$ cat config.mk
export PLATFORM = sky130hd
export DESIGN_NAME = qemi_div
export DESIGN_NICKNAME = d
export VERILOG_FILES = /design/src/design/qemi_pkg.sv /design/src/design/qemi_div.sv
export SDC_FILE = /design/constraint.sdc
export NUM_CORES = 1
export LEC_CHECK = 0
export BUFFER_PORTS_ARGS = -buffer_cell sky130_fd_sc_hd__buf_2
export CAP_MARGIN = 5
export CELL_PAD_IN_SITES_DETAIL_PLACEMENT = 1
export CELL_PAD_IN_SITES_GLOBAL_PLACEMENT = 1
export CORE_ASPECT_RATIO = 1.1
export CORE_MARGIN = 3
export CORE_UTILIZATION = 40
export CTS_CLUSTER_SIZE = 20
export DETAILED_ROUTE_END_ITERATION = 10
export PLACE_DENSITY_LB_ADDON = 0.3
export SETUP_SLACK_MARGIN = 0.4
export SLEW_MARGIN = 10
export SYNTH_ARGS = -nofsm -noshare
export SYNTH_HDL_FRONTEND = slang
export SYNTH_SLANG_ARGS = --single-unit
$ cat constraint.sdc
create_clock -name clock -period 2.85 [get_ports clock]
set_input_delay 0.285 -clock clock [delete_from_list [all_inputs] [get_ports clock]]
set_output_delay 0.285 -clock clock [all_outputs]
set_load 0.05 [all_outputs]
$ cat src/design/qemi_pkg.sv
// ----------------------------------------------------------------------------
// qemi_pkg
// Shared constants and helpers for the exponential-map orientation integrator.
// ----------------------------------------------------------------------------
package qemi_pkg;

   localparam int COMP_W       = 32;
   localparam int DVD_W        = 62;
   localparam int DSR_W        = 32;
   localparam int DIV_CNT_W    = $clog2(DVD_W);
   localparam int CORDIC_ITERATIONS = 24;
   localparam int CORDIC_STEPS = (CORDIC_ITERATIONS < 32) ? CORDIC_ITERATIONS : 32;

   localparam logic [33:0] ONE_Q30         = 34'sd1073741824;
   localparam logic [63:0] SMALL_ANGLE_LIM = 64'd11529215047;

   localparam logic [1:0] CSR_QW = 2'd0;
   localparam logic [1:0] CSR_QX = 2'd1;
   localparam logic [1:0] CSR_QY = 2'd2;
   localparam logic [1:0] CSR_QZ = 2'd3;

   // atan(2^-i) in Q.30, truncated
   function automatic logic [29:0] cordic_atan(input logic [4:0] i);
      logic [29:0] a;
      case (i)
         5'd0:  a = 30'd843314856;
         5'd1:  a = 30'd497837829;
         5'd2:  a = 30'd263043836;
         5'd3:  a = 30'd133525158;
         5'd4:  a = 30'd67021686;
         5'd5:  a = 30'd33543515;
         5'd6:  a = 30'd16775850;
         5'd7:  a = 30'd8388437;
         5'd8:  a = 30'd4194282;
         5'd9:  a = 30'd2097149;
         5'd10: a = 30'd1048575;
         5'd11: a = 30'd524287;
         5'd12: a = 30'd262143;
         5'd13: a = 30'd131071;
         5'd14: a = 30'd65535;
         5'd15: a = 30'd32767;
         5'd16: a = 30'd16383;
         5'd17: a = 30'd8191;
         5'd18: a = 30'd4095;
         5'd19: a = 30'd2047;
         5'd20: a = 30'd1023;
         5'd21: a = 30'd511;
         5'd22: a = 30'd255;
         5'd23: a = 30'd127;
         5'd24: a = 30'd63;
         5'd25: a = 30'd31;
         5'd26: a = 30'd15;
         5'd27: a = 30'd8;
         5'd28: a = 30'd4;
         5'd29: a = 30'd2;
         5'd30: a = 30'd1;
         default: a = 30'd0;
      endcase
      return a;
   endfunction

   // sign of term t in row r of the quaternion product dq * q
   function automatic logic qp_neg(input logic [1:0] r, input logic [1:0] t);
      logic n;
      case (r)
         2'd0:    n = (t != 2'd0);
         2'd1:    n = (t == 2'd3);
         2'd2:    n = (t == 2'd1);
         default: n = (t == 2'd2);
      endcase
      return n;
   endfunction

endpackage

$ cat src/design/qemi_div.sv
// ----------------------------------------------------------------------------
// qemi_div
// Restoring unsigned divider, one quotient bit per cycle.
// ----------------------------------------------------------------------------
module qemi_div (
   input  logic                          clock,
   input  logic                          reset,
   input  logic                          start,
   input  logic [qemi_pkg::DVD_W-1:0]    dividend,
   input  logic [qemi_pkg::DSR_W-1:0]    divisor,
   output logic                          done,
   output logic [qemi_pkg::DVD_W-1:0]    quotient
);
   import qemi_pkg::*;

   logic                 busy_ff, busy_in;
   logic                 done_ff, done_in;
   logic [DIV_CNT_W-1:0] cnt_ff, cnt_in;
   logic [DVD_W-1:0]     dvd_ff, dvd_in;
   logic [DSR_W-1:0]     dsr_ff, dsr_in;
   logic [DSR_W-1:0]     rem_ff, rem_in;
   logic [DVD_W-1:0]     quo_ff, quo_in;
   logic [DSR_W:0]       try_v;
   logic [DSR_W:0]       diff_v;
   logic                 ge;

   assign try_v  = {rem_ff, dvd_ff[DVD_W-1]};
   assign diff_v = try_v - {1'b0, dsr_ff};
   assign ge     = (try_v >= {1'b0, dsr_ff});

   always_comb begin
      busy_in = busy_ff;
      done_in = 1'b0;
      cnt_in  = cnt_ff;
      dvd_in  = dvd_ff;
      dsr_in  = dsr_ff;
      rem_in  = rem_ff;
      quo_in  = quo_ff;
      if (start) begin
         busy_in = 1'b1;
         cnt_in  = '0;
         dvd_in  = dividend;
         dsr_in  = divisor;
         rem_in  = '0;
         quo_in  = '0;
      end else if (busy_ff) begin
         dvd_in = {dvd_ff[DVD_W-2:0], 1'b0};
         rem_in = ge ? diff_v[DSR_W-1:0] : try_v[DSR_W-1:0];
         quo_in = {quo_ff[DVD_W-2:0], ge};
         cnt_in = cnt_ff + 1'b1;
         if (cnt_ff == DIV_CNT_W'(DVD_W - 1)) begin
            busy_in = 1'b0;
            done_in = 1'b1;
         end
      end
   end

   always_ff @(posedge clock) begin
      if (reset) begin
         busy_ff <= 1'b0;
         done_ff <= 1'b0;
         cnt_ff  <= '0;
      end else begin
         busy_ff <= busy_in;
         done_ff <= done_in;
         cnt_ff  <= cnt_in;
      end
      dvd_ff <= dvd_in;
      dsr_ff <= dsr_in;
      rem_ff <= rem_in;
      quo_ff <= quo_in;
   end

   assign done     = done_ff;
   assign quotient = quo_ff;

endmodule

Yosys cells after proc, flatten, opt, wreduce, memory -nomap -nowiden:

Cells that the tools add are included.

* output and inout port bits: 63
* logic and storage cells: 22
* bits in registers: 196

* reduce and logical (&&, ||, !) cells: 3
* equality and inequality tests: 1
* add/subtract/negate cells: 2
* bitwise gates (word level): 1
* order comparisons: 1
* multiplexer cells: 7

Operators with widths (number)
* $mux W62: 2
* $ge A33 B32 Y1: 1
* $mux W32: 1
* $sub A32 B32 Y32: 1
* $add A6 B1 Y6 const B: 1
* $eq A6 B6 Y1 const B: 1
* $mux W1: 4
* $reduce_or A3 Y1: 1
* $reduce_bool A2 Y1: 1
* $reduce_or A2 Y1: 1
* $not A1 Y1: 1

Logic depth before layout (Yosys ltp):

Gate-level depths: netlist of run 1.

* depth after elaboration: 4
* gate-level depth with buffers: 14
* depth with buffers taken out: 12

Worst setup path before layout of run 1:

No wires, ideal clock.

* path type: flip-flop to flip-flop
* start point: reg dsr_ff[21]
* end point: reg rem_ff[17]
* cell stages (with the launch flop): 14
* period minus slack after synthesis: 2.944 ns
* data required time: 2.722 ns
* path buffers: 2
* path slack: -0.094 ns
* arrival: 2.816 ns
* cells stage by stage: edfxtp_1 -> inv_1 -> ha_1 -> buf_4 -> nand4_1 -> or4_1 -> or4_1 -> o21ai_2 -> nor2_1 -> o21a_1 -> buf_6 -> mux2_1 -> mux2i_1 -> nor2_1

* cells in the longest elaborated chain, start to end: 2

RTL lines
* start, declared: line qemi_div.sv:20 `logic [DSR_W-1:0] dsr_ff, dsr_in;`
* start signal, assigned: line qemi_div.sv:69 `dsr_ff <= dsr_in;`
* $ge A33 B32 Y1: line qemi_div.sv:29 `assign ge = (try_v >= {1'b0, dsr_ff});`
* $mux W32: line qemi_div.sv:48 `rem_in = ge ? diff_v[DSR_W-1:0] : try_v[DSR_W-1:0];`
* end signal, assigned: line qemi_div.sv:70 `rem_ff <= rem_in;`
* end, declared: line qemi_div.sv:21 `logic [DSR_W-1:0] rem_ff, rem_in;`

Every way passes these cells.
A chain may end at the register's enable or synchronous reset.

Worst setup path in the final report of run 1:

* start point: reg dsr_ff[19]
* end point: reg rem_ff[22]

* cells in the longest elaborated chain, start to end: 2
* elaborated cells between the ends (all ways): 3
* those cells by class: 1 x add/sub; 1 x order compare; 1 x mux

RTL lines (line)
* $sub A32 B32 Y32 or $ge A33 B32 Y1 (tied branches): qemi_div.sv:28, qemi_div.sv:29
* $mux W32 *: qemi_div.sv:48

Every way passes the cells marked *; elsewhere a longest branch is shown, timed or not.

==> flow_summary_export.csv, run 1 <==
group,metric,value,unit
run_status,status,"finished, violations left",
run_status,violations,"negative setup slack",
worst_setup_path,critical_path_peak_fanout,7,
logic_synthesis,postSynthNetCount,982,
finish,final_net_count,1197,
logic_synthesis,synth_top_area_share,30.30,%
routing,first_pass_iters,6,
power_and_ir_drop,power_frac_comb,19.9,%
logic_synthesis,synth_xor_area_share,2.915,%
global_routing,gr-usage-all-layers,18.60,%
routing,totalWireLength,23.50,mm
logic_synthesis,synth.mux.area_fraction,15.02,%
placement,place_congestion,0.8151,
power_and_ir_drop,sequentialPowerShare,45.5,%
global_routing,grt_first_pass_wirelength,38.12,mm
die,pin_count,160,
cts,cts_root_buffer,"sky130_fd_sc_hd__clkbuf_16",
power_and_ir_drop,power.leakage,5.133,nW
routing,routedWlPerCell,17.11,um
power_and_ir_drop,total_power,0.007104,W
logic_synthesis,synth-edff-count,94,
cts,tritoncts_buffers,17,
die,die_height,166.1,um
sta,min_period,2.928,ns
sta,holdWs,0.02239,ns
global_routing,grt_start_max_net_pins,127,
logic_synthesis,synth_compound_gate_area_share,11.38,%
cts,tritoncts,"built",
sta,final.setup_skew,0.01154,ns
routing,routed-via-count,7105,
sta,final_critical_path_setup_slack,-0.07755,ns
flow_run,drv.max_cap_violation_count,0,
logic_synthesis,yosysUniqueCellTypes,55,
power_and_ir_drop,netSwitchingFraction,29.31,%
sta,timing.final.max_slew_violations,0,
logic_synthesis,synth_top_cells_by_area,"sky130_fd_sc_hd__edfxtp_1 30%, sky130_fd_sc_hd__dfxtp_1 22%, sky130_fd_sc_hd__mux2i_1 7.5%",
global_routing,first_global_vias,7551,
placement,dpl.cell_count,1326,
placement,detailedPlacementHpwl,15.79,mm
logic_synthesis,largest_family_of_logic_cells_by_synthesized_area,"multiplexers",
finish,finish.utilization,53.32,%
logic_synthesis,synth_fa_ha_area_share,4.782,%
finish,layout-drive-gt1-share,38.40,%
cts,clock_sink_count,196,
min_path,hold_class,"in -> reg",
global_routing,global_route.overflow_total,0,
die,placement_rows,57,
routing,final_antenna_net_count,0,
cts,worst_skew_pair.late_latency,0.44,ns
sta,finalHoldViolCount,0,
placement,portBuffers,159,
finish,finish.cell_count_without_fillers,1373,
logic_synthesis,average_footprint_of_a_synthesized_cell,10.96,sq um
cts,cts_htree_levels,4,
power_and_ir_drop,power-per-cell-area,593.0,nW/um^2
worst_setup_path,worstSetupEndpointType,"register",
sta,grt_setup_unrepaired,"true",
routing,drc_errors,0,
sta,max_slew_margin,39.25,%
sta,setup_violations,18,
finish,filler_instances,2468,
die,die-area,25160,sq um
die,core_region_area,22470,sq um
logic_synthesis,yosys_register_bits,196,
power_and_ir_drop,switchingPower,0.002082,W
cts,clkTransAtPathRegs,0.08,ns
power_and_ir_drop,cell_internal_pwr,0.005021,W
die,floorplan.initialDensity,41.46,%
worst_setup_path,cp.arrival,3.28,ns
logic_synthesis,post_synth_and_or_nand_nor_area_fraction,9.899,%
worst_setup_path,critical_path_required,3.20,ns
power_and_ir_drop,pwr-share-clk,34.7,%
logic_synthesis,synthesis.area,9315,sq um
logic_synthesis,number_of_synthesis_warnings,0,
logic_synthesis,synth.largest_area_cell,"sky130_fd_sc_hd__edfxtp_1",
global_routing,antenna_violations_before_repair,2,
sta,worst_pin_slew,0.9113,ns
logic_synthesis,synth_cells,850,
finish,antennaDiodeCount,0,
logic_synthesis,async_reset_ff_share,0,%
logic_synthesis,yosys_most_used_dff,"sky130_fd_sc_hd__dfxtp_1",
cts,bufs_on_longest_clock_path,2,
worst_setup_path,cp-start-kind,"register",
logic_synthesis,seq_area_frac_synth,52.22,%
worst_setup_path,critical_path_start_end_classification,"reg -> reg",
power_and_ir_drop,vdd_ir_drop_max,394.9,uV
finish,syn_to_final_growth,28.60,%
placement,dp_slack,-0.2867,ns
sta,period_share,102.7,%
sta,max_freq,341.6,MHz
routing,detail_route.iter0.violations,221,
routing,routed_via_density,5.175,
die,die-width,151.5,um
[flip-flops by register name, indices dropped and copies added (netlist names)]
register  flops
done          1
quotient     62
dsr_ff       32
cnt_ff        6
dvd_ff       62
rem_ff       32
busy_ff       1
[layout make-up]
cell class	instances	area [sq um]	share of cell area (%)
well taps	295	369.1	3.081
clock inverters	14	182.7	1.525
flip-flops and latches	196	4868	40.64
inverters	44	165.2	1.379
repair buffers	237	1460	12.19
multi-input cells	569	4504	37.60
clock buffers	18	429.2	3.583
[worst paths after layout]
| check | start | endpoint | slack, ns | depth (start not counted) |
|---|---|---|---|---|
| max | dsr_ff[19]$_DFFE_PP_ | rem_ff[22]$_SDFFE_PP0P_ | -0.08 | 12 |
| min | divisor[22] | dsr_ff[22]$_DFFE_PP_ | 0.02 | 1 |
| max reg2reg | dsr_ff[19]$_DFFE_PP_ | rem_ff[22]$_SDFFE_PP0P_ | -0.08 | 12 |
| min reg2reg | rem_ff[27]$_SDFFE_PP0P_ | rem_ff[27]$_SDFFE_PP0P_ | 0.48 | 2 |
[logic make-up after synthesis]
family	after synthesis
adders and majority gates	35
and+or+nand+nor	212
xor gates and xnor gates	31
muxes	132
DFF	196
AOI/OAI and AO/OA	158
buffers and inverters	86
[cell usage after synthesis, types with 4 or more instances]
cell / number
sky130_fd_sc_hd__clkbuf_1: 27
sky130_fd_sc_hd__dfxtp_1: 102
sky130_fd_sc_hd__o211ai_1: 6
sky130_fd_sc_hd__and3_1: 5
sky130_fd_sc_hd__mux2i_1: 70
sky130_fd_sc_hd__a211oi_1: 20
sky130_fd_sc_hd__or2_2: 4
sky130_fd_sc_hd__a31oi_1: 4
sky130_fd_sc_hd__nand2_1: 31
sky130_fd_sc_hd__nand4_1: 6
sky130_fd_sc_hd__inv_1: 44
sky130_fd_sc_hd__nor2b_1: 4
sky130_fd_sc_hd__a211oi_2: 10
sky130_fd_sc_hd__xnor2_1: 12
sky130_fd_sc_hd__a21oi_1: 51
sky130_fd_sc_hd__nor3_1: 7
sky130_fd_sc_hd__mux2_2: 61
sky130_fd_sc_hd__o21bai_1: 5
sky130_fd_sc_hd__nor2_1: 130
sky130_fd_sc_hd__nand3_1: 6
sky130_fd_sc_hd__ha_1: 34
sky130_fd_sc_hd__o21ai_0: 24
sky130_fd_sc_hd__buf_1: 8
sky130_fd_sc_hd__a21o_1: 13
sky130_fd_sc_hd__o21a_1: 6
sky130_fd_sc_hd__edfxtp_1: 94
sky130_fd_sc_hd__nand2b_1: 7
sky130_fd_sc_hd__xor2_1: 19
[layout by cell type, fill, tap and decap left out, types with 25 or more instances in the layout]
cell and count:
sky130_fd_sc_hd__buf_2 158, sky130_fd_sc_hd__nor2_1 117, sky130_fd_sc_hd__dfxtp_1 101, sky130_fd_sc_hd__edfxtp_1 94, sky130_fd_sc_hd__buf_4 70, sky130_fd_sc_hd__mux2i_1 69
sky130_fd_sc_hd__mux2_2 61, sky130_fd_sc_hd__inv_1 42, sky130_fd_sc_hd__a21oi_1 39, sky130_fd_sc_hd__nand2_1 29, sky130_fd_sc_hd__ha_1 25
[per-stage QoR]
| step | TNS [ns] | instance area (sq um) |
|---|---|---|
| 2_1_floorplan | -0.02403 | 9351 |
| 3_3_place_gp | -3.503 | 10820 |
| 3_5_place_dp | -6.068 | 10820 |
| 4_1_cts | -0.04763 | 11640 |
| 5_1_grt | -3.918 | 11980 |
| 6_report | -0.6272 | 11980 |
[power by group through the flow]
| stage | sequential (W) | combinational (W) | clock, W |
|---|---|---|---|
| finish | 0.00323 | 0.00141 | 0.00246 |
| global placement | 0.00328 | 0.00117 | 0 |
| CTS | 0.00323 | 0.00128 | 0.00254 |
| floorplan | 0.00326 | 0.000815 | 0 |
| detailed placement | 0.00329 | 0.00120 | 0 |
| global route | 0.00326 | 0.00156 | 0.00265 |
[critical path, cell delays in order, from the launching register on]
cell                       delay (ns)
sky130_fd_sc_hd__edfxtp_1        0.33
sky130_fd_sc_hd__inv_1           0.05
sky130_fd_sc_hd__ha_1            0.30
sky130_fd_sc_hd__nand4_1         0.16
sky130_fd_sc_hd__or4_4           0.46
sky130_fd_sc_hd__or4_4           0.54
sky130_fd_sc_hd__o21ai_4         0.17
sky130_fd_sc_hd__nor2_4          0.06
sky130_fd_sc_hd__o21a_4          0.20
sky130_fd_sc_hd__buf_4           0.19
sky130_fd_sc_hd__nor2_1          0.10
sky130_fd_sc_hd__a21oi_1         0.05
sky130_fd_sc_hd__a211oi_1        0.23
[routing by layer]
layer	routed length [um]	vias to the layer above	global-route usage, %
met5	21	-	0
met4	374	4	4.689
met3	1257	27	4.940
met2	12070	120	32.72
met1	9776	3487	22.44
li1	-	3467	-
[timing repair]
item / CTS / global route
hold buffers: 1 / 0
setup buffers: 8 / 4
pin swaps: 12 / 25
endpoints found under the hold margin: 1 / 0
gates cloned: 1 / 1
resized for setup: 33 / 57
setup endpoints to repair: 33 / 33
Note: power is estimated with default switching activity, not from simulation.
==> run 2: changes to the inputs <==
--- a/config.mk
+++ b/config.mk
@@ -5,17 +5,17 @@
 export SDC_FILE = /design/constraint.sdc
 export NUM_CORES = 1
 export LEC_CHECK = 0
-export BUFFER_PORTS_ARGS = -buffer_cell sky130_fd_sc_hd__buf_2
 export CAP_MARGIN = 5
 export CELL_PAD_IN_SITES_DETAIL_PLACEMENT = 1
 export CELL_PAD_IN_SITES_GLOBAL_PLACEMENT = 1
 export CORE_ASPECT_RATIO = 1.1
 export CORE_MARGIN = 3
-export CORE_UTILIZATION = 40
+export CORE_UTILIZATION = 45
 export CTS_CLUSTER_SIZE = 20
 export DETAILED_ROUTE_END_ITERATION = 10
+export DONT_BUFFER_PORTS = 1
 export PLACE_DENSITY_LB_ADDON = 0.3
-export SETUP_SLACK_MARGIN = 0.4
+export SETUP_SLACK_MARGIN = 0.1
 export SLEW_MARGIN = 10
 export SYNTH_ARGS = -nofsm -noshare
 export SYNTH_HDL_FRONTEND = slang
==> run 2 against run 1 <==
Against the previous run:
- the flow finishes with violations (negative hold slack, negative setup slack)
- count of clock-buffer cells in the layout decreased by 1
- sequential share of layout area decreased by 0.51 points
- hold slack got worse by 0.12 ns
- cell count decreased by 8.0%
- die area decreased by 11%
- register-to-register slack improved by 0.02 ns
- non-clock buffer count decreased by 68
- core utilization increased by 7.1 points
- routed wire length increased by 7.1%
- clock skew increased by 0.00062 ns
- total power increased by 0.44%
- critical endpoint is now rem_ff[11]$_SDFFE_PP0P_
==> flow_summary_export.csv, run 2 (synthesized netlist as in run 1, its figures left out) <==
group,metric,value,unit
min_path,hold_class,"in -> reg",
routing,routedWlPerCell,19.92,um
die,die_height,156.9,um
finish,layout-drive-gt1-share,26.31,%
power_and_ir_drop,power.leakage,4.961,nW
die,die-area,22460,sq um
placement,place_congestion,0.8732,
sta,min_period,2.911,ns
routing,routed_via_density,5.529,
cts,clkTransAtPathRegs,0.08,ns
placement,portBuffers,0,
sta,holdWs,-0.09545,ns
run_status,status,"finished, violations left",
sta,finalHoldViolCount,25,
sta,setup_violations,18,
sta,max_slew_margin,47.16,%
cts,clock_sink_count,196,
sta,final.setup_skew,0.01216,ns
finish,antennaDiodeCount,0,
cts,cts_hold_buf,94,
routing,drc_errors,0,
die,core_region_area,20070,sq um
die,die-width,143.2,um
run_status,violations,"negative hold slack, negative setup slack",
sta,period_share,102.1,%
die,placement_rows,54,
finish,layout.cells.most_common_list,"113 x sky130_fd_sc_hd__nor2_1, 101 x sky130_fd_sc_hd__dfxtp_1, 94 x sky130_fd_sc_hd__edfxtp_1, 94 x sky130_fd_sc_hd__dlygate4sd3_1, 66 x sky130_fd_sc_hd__mux2i_1",
power_and_ir_drop,netSwitchingFraction,29.10,%
flow_run,drv.max_cap_violation_count,0,
worst_setup_path,cp.arrival,3.26,ns
sta,max_freq,343.6,MHz
sta,final_critical_path_setup_slack,-0.06058,ns
finish,most_frequent_standard_cell_in_the_layout_excluding_fill_and_tap_cells,"sky130_fd_sc_hd__nor2_1",
power_and_ir_drop,cell_internal_pwr,0.005059,W
worst_setup_path,critical_path_start_end_classification,"reg -> reg",
placement,detailedPlacementHpwl,15.49,mm
power_and_ir_drop,power-per-cell-area,588.1,nW/um^2
finish,syn_to_final_growth,30.23,%
routing,final_antenna_net_count,0,
worst_setup_path,worstSetupEndpointType,"register",
finish,final_net_count,1130,
cts,tritoncts,"built",
global_routing,first_global_vias,7726,
sta,grt_setup_unrepaired,"true",
worst_setup_path,critical_path_peak_fanout,7,
routing,first_pass_iters,4,
global_routing,antenna_violations_before_repair,1,
placement,dp_slack,-0.3486,ns
cts,worst_skew_pair.late_latency,0.44,ns
routing,detail_route.iter0.violations,320,
worst_setup_path,critical_path_required,3.20,ns
worst_setup_path,cp-start-kind,"register",
global_routing,gr-usage-all-layers,21.78,%
power_and_ir_drop,switchingPower,0.002076,W
cts,tritoncts_buffers,17,
routing,totalWireLength,25.15,mm
power_and_ir_drop,power_frac_comb,19.5,%
die,floorplan.initialDensity,46.42,%
power_and_ir_drop,pwr-share-clk,35.1,%
finish,finish.utilization,60.46,%
cts,cts_htree_levels,4,
sta,timing.final.max_slew_violations,0,
die,pin_count,160,
cts,bufs_on_longest_clock_path,2,
routing,routed-via-count,6983,
cts,cts_root_buffer,"sky130_fd_sc_hd__clkbuf_16",
power_and_ir_drop,vdd_ir_drop_max,412.2,uV
global_routing,grt_first_pass_wirelength,38.92,mm
sta,worst_pin_slew,0.7726,ns
global_routing,global_route.overflow_total,0,
global_routing,grt_start_max_net_pins,190,
power_and_ir_drop,sequentialPowerShare,45.4,%
==> run 2: cell count changes in the layout (fill, tap and decap cells not counted), sizes merged <==
cell / change
inv: +1
bufinv: +1
buf: -161
dlygate4sd3: +93
clkinv: -1
o21a: +1
clkbuf: -1
==> run 2: path summary, 6_finish.rpt <==
path	endpoint	slack, ns	cells after the start	start
setup / recovery	rem_ff[11]$_SDFFE_PP0P_	-0.06	11	dsr_ff[24]$_DFFE_PP_
hold / removal	rem_ff[9]$_SDFFE_PP0P_	-0.1	1	start
setup reg to reg	rem_ff[11]$_SDFFE_PP0P_	-0.06	11	dsr_ff[24]$_DFFE_PP_
hold reg to reg	rem_ff[27]$_SDFFE_PP0P_	0.50	2	rem_ff[27]$_SDFFE_PP0P_
==> run 2: final cells by class <==
cell class,instances,area (sq um)
Fill cell,2028,7935
Sequential cell,196,4868
Multi-Input combinational cell,570,4567
Timing Repair Buffer,169,1593
Clock buffer,17,425.4
Tap cell,252,315.3
Clock inverter,15,197.7
Inverter,44,165.2
==> run 2: per-stage QoR <==
stage / hold slack [ns] / instance area [sq um] / setup TNS (ns) / instances / power, W
2_1_floorplan: 0.3574 / 9351 / -0.02403 / 850 / 0.004079
3_3_place_gp: 0.3519 / 9995 / -4.436 / 1126 / 0.004331
3_5_place_dp: 0.3566 / 9995 / -7.592 / 1126 / 0.004393
4_1_cts: -0.09892 / 11730 / -0.2448 / 1259 / 0.007003
6_report: -0.09545 / 12130 / -0.4997 / 1263 / 0.007135
5_1_grt: -0.1206 / 12130 / -2.869 / 1263 / 0.007441
==> run 2: power by group through the flow <==
| stage | registers [W] | logic [W] | clock network, W |
|---|---|---|---|
| 6_report | 0.00324 | 0.00139 | 0.00250 |
| 5_1_grt | 0.00326 | 0.00150 | 0.00267 |
| 4_1_cts | 0.00324 | 0.00121 | 0.00255 |
| 3_5_place_dp | 0.00330 | 0.00109 | 0 |
| 3_3_place_gp | 0.00329 | 0.00105 | 0 |
| 2_1_floorplan | 0.00326 | 0.000815 | 0 |
==> run 2: critical path, stage by stage, from the launching register on <==
cell                       delay (ns)
sky130_fd_sc_hd__edfxtp_1        0.38
sky130_fd_sc_hd__inv_2           0.06
sky130_fd_sc_hd__ha_4            0.27
sky130_fd_sc_hd__nand2_4         0.04
sky130_fd_sc_hd__or4_4           0.53
sky130_fd_sc_hd__or4_4           0.57
sky130_fd_sc_hd__o21ai_4         0.20
sky130_fd_sc_hd__nor2_4          0.06
sky130_fd_sc_hd__o21a_4          0.20
sky130_fd_sc_hd__buf_12          0.17
sky130_fd_sc_hd__mux2i_1         0.12
sky130_fd_sc_hd__a211oi_1        0.21
==> run 2: timing repair <==
action / CTS / global route
gates resized for setup: 32 / 79
cloned: 2 / 1
buffers inserted: 5 / 3
setup endpoints to repair: 33 / 33
hold endpoints to repair: 148 / 45
pin swaps: 4 / 28
==> run 2: layer usage <==
metal  share of wire, %  wire length [um]  vias up  global-route usage (%)
li1                   -                 -     3328                       -
met1                 39              9705     3452                   23.97
met2                 54             13470      156                   40.00
met3                5.5              1390       45                   6.624
met4                2.3               578        2                   6.926
met5              0.028                 7        -                       0
==> run 3: changes to the inputs <==
--- a/config.mk
+++ b/config.mk
@@ -5,17 +5,18 @@
 export SDC_FILE = /design/constraint.sdc
 export NUM_CORES = 1
 export LEC_CHECK = 0
-export CAP_MARGIN = 5
+export ABC_AREA = 1
+export CAP_MARGIN = 20
 export CELL_PAD_IN_SITES_DETAIL_PLACEMENT = 1
 export CELL_PAD_IN_SITES_GLOBAL_PLACEMENT = 1
 export CORE_ASPECT_RATIO = 1.1
 export CORE_MARGIN = 3
-export CORE_UTILIZATION = 45
+export CORE_UTILIZATION = 42
 export CTS_CLUSTER_SIZE = 20
 export DETAILED_ROUTE_END_ITERATION = 10
 export DONT_BUFFER_PORTS = 1
 export PLACE_DENSITY_LB_ADDON = 0.3
-export SETUP_SLACK_MARGIN = 0.1
+export SETUP_SLACK_MARGIN = 0.5
 export SLEW_MARGIN = 10
 export SYNTH_ARGS = -nofsm -noshare
 export SYNTH_HDL_FRONTEND = slang
==> run 3 against run 2 <==
Against the previous run:
- the run now ends clean
- via count rose by 25%
- total power decreased by 11%
- global-route usage up 0.64 points
- clock skew about the same
- combinational power is 56% lower
- non-clock buffer count fell by 105
- first-iteration DRC count grew 43%
- count of clock-buffer cells in the layout stayed put
==> flow_summary_export.csv, run 3 <==
group,metric,value,unit
sta,setup_total_negative_slack,0,ns
worst_setup_path,cp.arrival,2.61,ns
sta,setup_violations,0,
logic_synthesis,synth.mux.area_fraction,0,%
routing,totalWireLength,30.89,mm
global_routing,global_route.overflow_total,0,
global_routing,grt_first_pass_wirelength,47.03,mm
global_routing,gr-usage-all-layers,22.42,%
die,placement_rows,58,
sta,max_slew_margin,59.42,%
placement,place_congestion,0.9168,
logic_synthesis,number_of_synthesis_warnings,0,
power_and_ir_drop,vdd_ir_drop_max,411.2,uV
power_and_ir_drop,power.leakage,5.497,nW
global_routing,first_global_vias,9163,
routing,first_pass_iters,5,
cts,tritoncts_buffers,17,
cts,bufs_on_longest_clock_path,2,
routing,routed-via-count,8705,
cts,cts_htree_levels,4,
global_routing,antenna_violations_before_repair,0,
finish,final_net_count,1480,
worst_setup_path,worstSetupEndpointType,"register",
placement,dpl.cell_count,1575,
power_and_ir_drop,total_power,0.006348,W
finish,most_frequent_standard_cell_in_the_layout_excluding_fill_and_tap_cells,"sky130_fd_sc_hd__nand2_1",
die,die-area,25890,sq um
min_path,hold_class,"in -> reg",
global_routing,grt_start_max_net_pins,107,
sta,timing.final.max_slew_violations,0,
logic_synthesis,post_synth_and_or_nand_nor_area_fraction,28.90,%
cts,tritoncts,"built",
placement,portBuffers,0,
logic_synthesis,seq_area_frac_synth,48.28,%
logic_synthesis,post-synth-top-count-cell,"sky130_fd_sc_hd__nand2_1",
flow_run,drv.max_cap_violation_count,0,
logic_synthesis,synth.largest_area_cell,"sky130_fd_sc_hd__edfxtp_1",
finish,antennaDiodeCount,0,
logic_synthesis,synth_top_cells_by_area,"sky130_fd_sc_hd__edfxtp_1 28%, sky130_fd_sc_hd__dfxtp_1 20%, sky130_fd_sc_hd__nand2_1 17%",
logic_synthesis,yosys_most_used_dff,"sky130_fd_sc_hd__dfxtp_1",
logic_synthesis,synth_fa_ha_area_share,4.421,%
logic_synthesis,synth_top_area_share,28.01,%
sta,holdWs,0.02462,ns
worst_setup_path,critical_path_peak_fanout,8,
sta,grt_setup_unrepaired,"true",
cts,clkTransAtPathRegs,0.09,ns
cts,clock_sink_count,196,
die,floorplan.initialDensity,43.39,%
logic_synthesis,yosys_register_bits,196,
power_and_ir_drop,power-per-cell-area,527.6,nW/um^2
logic_synthesis,largest_family_of_logic_cells_by_synthesized_area,"simple AND/OR/NAND/NOR gates",
logic_synthesis,yosysUniqueCellTypes,40,
logic_synthesis,postSynthNetCount,1440,
routing,routedWlPerCell,18.60,um
logic_synthesis,average_footprint_of_a_synthesized_cell,7.703,sq um
sta,final.setup_skew,0.01222,ns
finish,layout.cells.most_common_list,"449 x sky130_fd_sc_hd__nand2_1, 222 x sky130_fd_sc_hd__inv_1, 101 x sky130_fd_sc_hd__dfxtp_1",
routing,final_antenna_net_count,0,
worst_setup_path,critical_path_start_end_classification,"reg -> reg",
finish,layout-drive-gt1-share,12.56,%
placement,dp_slack,0.3345,ns
sta,final_critical_path_setup_slack,0.5706,ns
logic_synthesis,synth_compound_gate_area_share,6.817,%
worst_setup_path,critical_path_required,3.18,ns
logic_synthesis,synthesis.area,10080,sq um
finish,syn_to_final_growth,19.42,%
die,die-width,153.7,um
logic_synthesis,synth_cells,1308,
run_status,status,"finished, final reports clean",
logic_synthesis,ys_top_cells_by_count,"468 x sky130_fd_sc_hd__nand2_1, 227 x sky130_fd_sc_hd__inv_1, 102 x sky130_fd_sc_hd__dfxtp_1",
finish,filler_instances,2791,
die,core_region_area,23220,sq um
sta,finalHoldViolCount,0,
cts,cts_root_buffer,"sky130_fd_sc_hd__clkbuf_16",
logic_synthesis,synth_xor_area_share,0.7823,%
placement,detailedPlacementHpwl,20.31,mm
sta,worst_pin_slew,0.6078,ns
sta,min_period,2.279,ns
sta,max_freq,438.7,MHz
sta,period_share,79.98,%
routing,drc_errors,0,
logic_synthesis,synth-edff-count,94,
logic_synthesis,async_reset_ff_share,0,%
cts,worst_skew_pair.late_latency,0.44,ns
routing,routed_via_density,5.241,
worst_setup_path,cp-start-kind,"register",
finish,finish.cell_count_without_fillers,1661,
die,pin_count,160,
routing,detail_route.iter0.violations,459,
die,die_height,168.4,um
-- run 3: cell types whose count changed after synthesis, moves of 59 or more --
cell / change
sky130_fd_sc_hd__inv_1: +183
sky130_fd_sc_hd__mux2_2: -61
sky130_fd_sc_hd__mux2i_1: -70
sky130_fd_sc_hd__nand2_1: +437
sky130_fd_sc_hd__nor2_1: -64
sky130_fd_sc_hd__o22ai_1: +59
-- run 3: what timing repair did --
action | in CTS | in global routing
resized for setup | 16 | 81
hold buffers | 33 | 3
setup buffers | 8 | 8
endpoints found under the hold margin | 72 | 27
pin swaps | 4 | 11
setup endpoints to repair | 33 | 33
gates cloned | 1 | 1
-- run 3: area by class of cell --
cell class / count / area, sq um / share of cell area, %
multi-input cells: 839 / 4619 / 38.39
clock inverters: 15 / 196.4 / 1.633
clock buffers: 17 / 425.4 / 3.535
well taps: 300 / 375.4 / 3.119
repair buffers: 64 / 684.4 / 5.688
flip-flops and latches: 196 / 4866 / 40.44
inverters: 230 / 865.8 / 7.196
-- run 3: power breakdown --
| part | internal [W] | switching [W] |
|---|---|---|
| Clock | 0.00123 | 0.00136 |
| Combinational | 0.000220 | 0.000399 |
| Sequential | 0.00310 | 0.0000422 |
| Total | 0.00455 | 0.00180 |
-- run 3: stage by stage --
stage          cell area, sq um  util (%)
2_1_floorplan             10080         -
3_3_place_gp              10360     44.60
3_5_place_dp              10360     44.60
4_1_cts                   11490     49.47
5_1_grt                   12030     51.82
6_report                  12030     51.82
-- run 3: worst max-delay path, cell delays in order, from the launching register on --
cell	delay (ns)
sky130_fd_sc_hd__edfxtp_1	0.35
sky130_fd_sc_hd__inv_1	0.07
sky130_fd_sc_hd__ha_4	0.31
sky130_fd_sc_hd__nand2_2	0.09
sky130_fd_sc_hd__nor2_4	0.15
sky130_fd_sc_hd__inv_1	0.10
sky130_fd_sc_hd__nor4_4	0.38
sky130_fd_sc_hd__nand2_8	0.16
sky130_fd_sc_hd__nand2_8	0.15
sky130_fd_sc_hd__buf_4	0.16
sky130_fd_sc_hd__nand3_1	0.08
sky130_fd_sc_hd__nand2_1	0.09
sky130_fd_sc_hd__nand2_1	0.06
-- run 3: routing by layer --
layer	part of all wire (%)	global-route usage, %
met2	49	38.12
met4	3.1	8.564
met1	41	27.09
met3	6.6	6.221
met5	0	0
-- run 3: cells by family after synthesis --
kind of cell,after synthesis
compound gates,118
flops,196
fa+ha+maj,35
buf+inv,275
simple gates,675
xor+xnor,9
-- run 3: worst paths after layout --
kind,start,endpoint,slack (ns),cells past startpoint
max reg2reg,dsr_ff[17]$_DFFE_PP_,rem_ff[27]$_SDFFE_PP0P_,0.57,12
max,dsr_ff[17]$_DFFE_PP_,rem_ff[27]$_SDFFE_PP0P_,0.57,12
min,dividend[2],dvd_ff[2]$_DFFE_PP_,0.02,2
min reg2reg,rem_ff[31]$_SDFFE_PP0P_,rem_ff[31]$_SDFFE_PP0P_,0.49,2
